### config.mk
export PLATFORM = sky130hd
export DESIGN_NAME = case_insensitive_substring_match
export DESIGN_NICKNAME = d
export VERILOG_FILES = /design/src/cism_pkg.sv /design/src/case_insensitive_substring_match.sv /design/src/cism_cell.sv
export SDC_FILE = /design/constraint.sdc
export NUM_CORES = 1
export LEC_CHECK = 0
export BUFFER_PORTS_ARGS = -buffer_cell sky130_fd_sc_hd__buf_2
export CORE_ASPECT_RATIO = 0.6
export CORE_MARGIN = 4
export CORE_UTILIZATION = 50
export CTS_CLUSTER_SIZE = 16
export DETAILED_ROUTE_END_ITERATION = 7
export PLACE_DENSITY = 0.65
export SETUP_SLACK_MARGIN = 0.4
export SYNTH_ARGS = -nofsm -noshare
export SYNTH_HDL_FRONTEND = slang
export SYNTH_SLANG_ARGS = --single-unit
### constraint.sdc
create_clock -name i_clk -period 39.8 [get_ports i_clk]
set_input_delay 7.96 -clock i_clk [delete_from_list [all_inputs] [get_ports i_clk]]
set_output_delay 7.96 -clock i_clk [all_outputs]
set_load 0.05 [all_outputs]
### src/cism_pkg.sv
// Shared types, operation codes and the lowercase helper of the substring matcher.
`timescale 1ns / 1ps

package cism_pkg;

    // Operation codes of an input item.
    localparam logic [1:0] OP_PATTERN = 2'd0;
    localparam logic [1:0] OP_TEXT    = 2'd1;
    localparam logic [1:0] OP_END     = 2'd2;

    // What each cell hands to its right-hand neighbor.
    typedef struct packed {
        logic [7:0] pat;
        logic       pat_vld;
        logic [7:0] txt;
        logic       txt_vld;
    } t_cell_data;

    // Control broadcast to every cell of the chain.
    typedef struct packed {
        logic clear;
        logic pat_shift;
        logic txt_shift;
    } t_cell_ctrl;

    // Maps 'A'..'Z' to 'a'..'z' and leaves every other byte as it is.
    function automatic logic [7:0] f_to_lower(input logic [7:0] c);
        logic [7:0] r;
        r = c;
        if (c >= 8'h41 && c <= 8'h5A) begin
            r = c + 8'h20;
        end
        return r;
    endfunction

endpackage

### src/case_insensitive_substring_match.sv
// Top level of the streaming case-insensitive substring matcher.
//
//   Channel | Handshake                      | Payload
//   --------+--------------------------------+---------------------------------
//   input   | i_in_valid / o_in_ready        | i_operation, i_character
//   output  | o_out_valid / i_out_ready      | o_found, o_pattern_overflow
//
// A new item is accepted each cycle while the output register is empty or
// being drained in the same cycle.
// The verdict appears in the cycle after the end-of-query item is accepted
// and waits in the output register until it is taken.
// Reset (synchronous, active low) clears all valid bits and sticky flags at
// once; the first item may arrive in the cycle after reset is released.
// A stall on the output side only holds back input while the verdict waits.
`timescale 1ns / 1ps

module case_insensitive_substring_match #(
    parameter int MAX_PATTERN = 64
) (
    input  logic       i_clk,
    input  logic       i_rst_n,
    input  logic       i_in_valid,
    output logic       o_in_ready,
    input  logic [1:0] i_operation,
    input  logic [7:0] i_character,
    output logic       o_out_valid,
    input  logic       i_out_ready,
    output logic       o_found,
    output logic       o_pattern_overflow
);
    import cism_pkg::*;

    // The chain holds the pattern reversed and the text window newest first,
    // both entering at cell 0. Cell k thus pairs pattern character L-1-k with
    // the text character k places back, so a match is a plain per-cell
    // compare, gated by the pattern valid bit of that cell.
    t_cell_data             w_chain [MAX_PATTERN+1];
    logic [MAX_PATTERN-1:0] w_hit;
    t_cell_ctrl             w_ctrl;

    logic       r_match;
    logic       n_match;
    logic       r_overflow;
    logic       n_overflow;
    logic       r_out_valid;
    logic       n_out_valid;
    logic       r_found;
    logic       n_found;
    logic       r_pat_ovf;
    logic       n_pat_ovf;

    logic       w_accept;
    logic       w_is_pat;
    logic       w_is_txt;
    logic       w_is_end;
    logic       w_full;
    logic       w_window_match;
    logic [7:0] w_lower;

    assign o_in_ready = !r_out_valid || i_out_ready;
    assign w_accept   = i_in_valid && o_in_ready;
    assign w_is_pat   = w_accept && (i_operation == OP_PATTERN);
    assign w_is_txt   = w_accept && (i_operation == OP_TEXT);
    assign w_is_end   = w_accept && (i_operation == OP_END);

    // The pattern store is full once the last cell holds a character.
    assign w_full  = w_chain[MAX_PATTERN].pat_vld;
    assign w_lower = f_to_lower(i_character);

    always_comb begin
        w_chain[0].pat     = w_lower;
        w_chain[0].pat_vld = 1'b1;
        w_chain[0].txt     = w_lower;
        w_chain[0].txt_vld = 1'b1;
    end

    always_comb begin
        w_ctrl.clear     = w_is_end;
        w_ctrl.pat_shift = w_is_pat && !w_full;
        w_ctrl.txt_shift = w_is_txt;
    end

    for (genvar k = 0; k < MAX_PATTERN; k++) begin : g_cell
        cism_cell u_cell (
            .i_clk   (i_clk),
            .i_rst_n (i_rst_n),
            .i_ctrl  (w_ctrl),
            .i_prev  (w_chain[k]),
            .o_data  (w_chain[k+1]),
            .o_hit   (w_hit[k])
        );
    end

    // An empty pattern never sets the sticky flag; it is reported as found
    // at the end of the query instead.
    assign w_window_match = w_chain[1].pat_vld && (&w_hit);

    always_comb begin
        n_match     = r_match;
        n_overflow  = r_overflow;
        n_out_valid = r_out_valid && !i_out_ready;
        n_found     = r_found;
        n_pat_ovf   = r_pat_ovf;
        if (w_is_txt && w_window_match) begin
            n_match = 1'b1;
        end
        if (w_is_pat && w_full) begin
            n_overflow = 1'b1;
        end
        if (w_is_end) begin
            n_out_valid = 1'b1;
            n_found     = r_match || !w_chain[1].pat_vld;
            n_pat_ovf   = r_overflow;
            n_match     = 1'b0;
            n_overflow  = 1'b0;
        end
    end

    always_ff @(posedge i_clk) begin
        if (!i_rst_n) begin
            r_match     <= 1'b0;
            r_overflow  <= 1'b0;
            r_out_valid <= 1'b0;
        end else begin
            r_match     <= n_match;
            r_overflow  <= n_overflow;
            r_out_valid <= n_out_valid;
        end
    end

    always_ff @(posedge i_clk) begin
        r_found   <= n_found;
        r_pat_ovf <= n_pat_ovf;
    end

    assign o_out_valid        = r_out_valid;
    assign o_found            = r_found;
    assign o_pattern_overflow = r_pat_ovf;

endmodule

### src/cism_cell.sv
// One cell of the chain: a pattern character, a text character and their compare.
`timescale 1ns / 1ps

module cism_cell (
    input  logic                  i_clk,
    input  logic                  i_rst_n,
    input  cism_pkg::t_cell_ctrl  i_ctrl,
    input  cism_pkg::t_cell_data  i_prev,
    output cism_pkg::t_cell_data  o_data,
    output logic                  o_hit
);
    import cism_pkg::*;

    t_cell_data r_data;
    t_cell_data n_data;

    always_comb begin
        n_data = r_data;
        priority if (i_ctrl.clear) begin
            n_data.pat_vld = 1'b0;
            n_data.txt_vld = 1'b0;
        end else if (i_ctrl.pat_shift) begin
            n_data.pat     = i_prev.pat;
            n_data.pat_vld = i_prev.pat_vld;
        end else if (i_ctrl.txt_shift) begin
            n_data.txt     = i_prev.txt;
            n_data.txt_vld = i_prev.txt_vld;
        end
    end

    // Only the valid bits need a reset; the characters behind them are don't-care.
    always_ff @(posedge i_clk) begin
        if (!i_rst_n) begin
            r_data.pat_vld <= 1'b0;
            r_data.txt_vld <= 1'b0;
        end else begin
            r_data.pat_vld <= n_data.pat_vld;
            r_data.txt_vld <= n_data.txt_vld;
        end
        r_data.pat <= n_data.pat;
        r_data.txt <= n_data.txt;
    end

    assign o_data = r_data;

    // The text character about to shift in is the one the neighbor holds now,
    // so the compare sees the window as it stands after this text item.
    assign o_hit = !r_data.pat_vld || (i_prev.txt_vld && (i_prev.txt == r_data.pat));

endmodule

==> impl_metrics.tcl <==
set metrics [dict create \
    htreeDepth 3 \
    final.min_clock_period_ns 16.48 \
    routedWlPerCell_um 20.1 \
    post_cts_buffers 0 \
    cts_tree "done" \
    synth_edf_count 1018 \
    critPathMaxFanout 4 \
    diodes 0 \
    core_mm2 0.0816 \
    fp.dieW_um 378 \
    num_rows 81 \
    finalHoldViolations 0 \
    antenna_left 0 \
    rsz0062_at_grt "no" \
    fillers 6178 \
    fmax_mhz 60.7 \
    finalSetupTns_ns 0 \
    die-area_mm2 0.0871 \
    power.density_mw_per_mm2 50.9 \
    fin_worst_skew_ns 0.0171 \
    synth_area_mm2 0.0412 \
    areaGrowthSynthToFinish_pct 10.9 \
    synth.distinct_cells 34 \
    synthArstFlopShare_pct 0 \
    die_h_um 230 \
    vias_per_cell 5.27 \
    cts_buffers 95 \
    antenna_found_initial 3 \
    cts_sinks 1148 \
    grtUsageTotal_pct 16.8 \
    drv_slew 0 \
    tightest_slew_ns 1.13 \
    cts_resized 0 \
    place_inst 3452 \
    max_slew_margin_pct 25.0 \
    gp_congestion 0.791 \
    synth-seq-cells 1148 \
    fin_cells 3629 \
    grt_overflow 0 \
    worst_r2r_path_depth 8 \
    worstPathArrival_ns 8.52 \
    hpwl_um 45200 \
    ys.flop_type "edfxtp_1" \
    yosys.area.top_type_share_pct 74.3 \
    clkTransAtPathRegs_ns 0.06 \
    setup_ws_ns 23.32 \
    post-route-util_pct 55.9 \
    clk_latency_ns 0.67 \
    hold_class "reg2reg" \
    pin_count 18 \
    p_leak_nw 13.6 \
    drt_wl_total_um 73100 \
    drt_pre_antenna_iters 5 \
    portBuffers 17 \
    cts_hold_buf 0 \
    end_kind "output port" \
    cts-root-buf "clkbuf_16" \
    syn_avg_cell_area_um2 17.3 \
    grt_first_pass_wirelength_um 112000 \
    status "complete, no violations" \
    drtIter0Drc 1929 \
    synth_nets 2399 \
    ys_top_cells_by_area "edfxtp_1 (74%), xnor2_1 (11%), dfxtp_1 (6.3%)" \
    dp_slack_ns 23.31 \
    vdd_drop_max_mv 0.0358 \
    final_common_cell "edfxtp_1" \
    yosysWarnings 0 \
    grt_max_degree 191 \
    layout_common_cells "edfxtp_1 (1018), xnor2_1 (509), nand2_1 (315)" \
    worst_ep_required_time_ns 31.84 \
    setup.worst_path.start_class "primary input" \
    final-setup-viol-count 0 \
    crit_type "in2out" \
    finalCritPeriodShare_pct 41.4 \
    clock_path_buffers 3 \
    hold_depth 0 \
    drc 0 \
    synth_area_leader_cell "edfxtp_1" \
    nets 2485 \
    drive_above_1_share_pct 6.78 \
    seq_area_frac_synth_pct 80.6 \
    max_cap_violations 0 \
    grt_pass1_vias 18900 \
    syn_inst 2384 \
    initial_core_util_pct 50.5 \
    vias 19100 \
]
power by group:
part	internal, mW	total [mW]	switching [mW]
clock network	0.512	0.919	0.407
registers	1.34	1.35	0.0181
logic	0.0177	0.0530	0.0353
cell families after synthesis:
| family | after synthesis | synth area share, % |
|---|---|---|
| adders and majority gates | 1 | 0.0304 |
| AOI/OAI and AO/OA | 196 | 2.83 |
| DFF | 1148 | 80.6 |
| buffers and inverters | 46 | 0.447 |
| xor gates and xnor gates | 512 | 10.9 |
| and+or+nand+nor | 481 | 5.23 |
synthesized netlist by cell type, types with 3 or more instances:
master	number
edfxtp_1	1018
xnor2_1	509
nand2_1	316
dfxtp_1	130
a21oi_1	127
nand4_1	78
nand3_1	64
o31ai_1	63
clkbuf_1	30
nor2_1	8
buf_2	6
nor4_1	4
buf_1	3
inv_1	3
nand2b_1	3
xor2_1	3
state kept, by name, indices dropped and copies added, names as in the netlist:
register,count
g_cell.u_cell.o_data,1143
o_found,1
o_out_valid,1
o_pattern_overflow,1
r_match,1
r_overflow,1
metal layers:
layer  global-route usage, %  share of wire [%]  up-vias
li1                        -                  -     8943
met1                    27.2                 50     9520
met2                    22.0                 40      569
met3                    4.57                8.0      105
met4                    4.97                2.1        2
met5                       0              0.023        -
per-stage QoR:
step | instance area, um2 | power [mW] | hold WS, ns
4_1_cts | 45600 | 2.35 | 0.440
3_5_place_dp | 42600 | 1.43 | 0.424
5_1_grt | 45600 | 2.40 | 0.451
3_3_place_gp | 42600 | 1.43 | 0.427
2_1_floorplan | 41200 | 1.42 | 0.409
6_report | 45600 | 2.33 | 0.438
worst max-delay path, stage by stage:
cell,delay (ns)
buf_2,0.07
nand2b_1,0.19
buf_2,0.30
final cells by class:
cell class                 count  area (um2)  area share (%)
sequential                  1148       33200            72.7
multi-input combinational   1190        7830            17.2
clock buffer                 143        2720            5.96
tap                         1079        1350            2.96
clock inverter                34         329           0.721
timing repair buffer          29         200           0.439
inverter                       6        37.5          0.0822
worst paths after layout:
| check | from | to | slack (ns) |
|---|---|---|---|
| worst min register to register | r_overflow | o_pattern_overflow | 0.44 |
| worst max-delay path | i_out_ready | o_in_ready | 23.32 |
| worst max register to register | o_out_valid | g_cell[24].u_cell.o_data[13] | 35.40 |
| worst min-delay path | r_overflow | o_pattern_overflow | 0.44 |
Power figures use the tool's default switching activity.
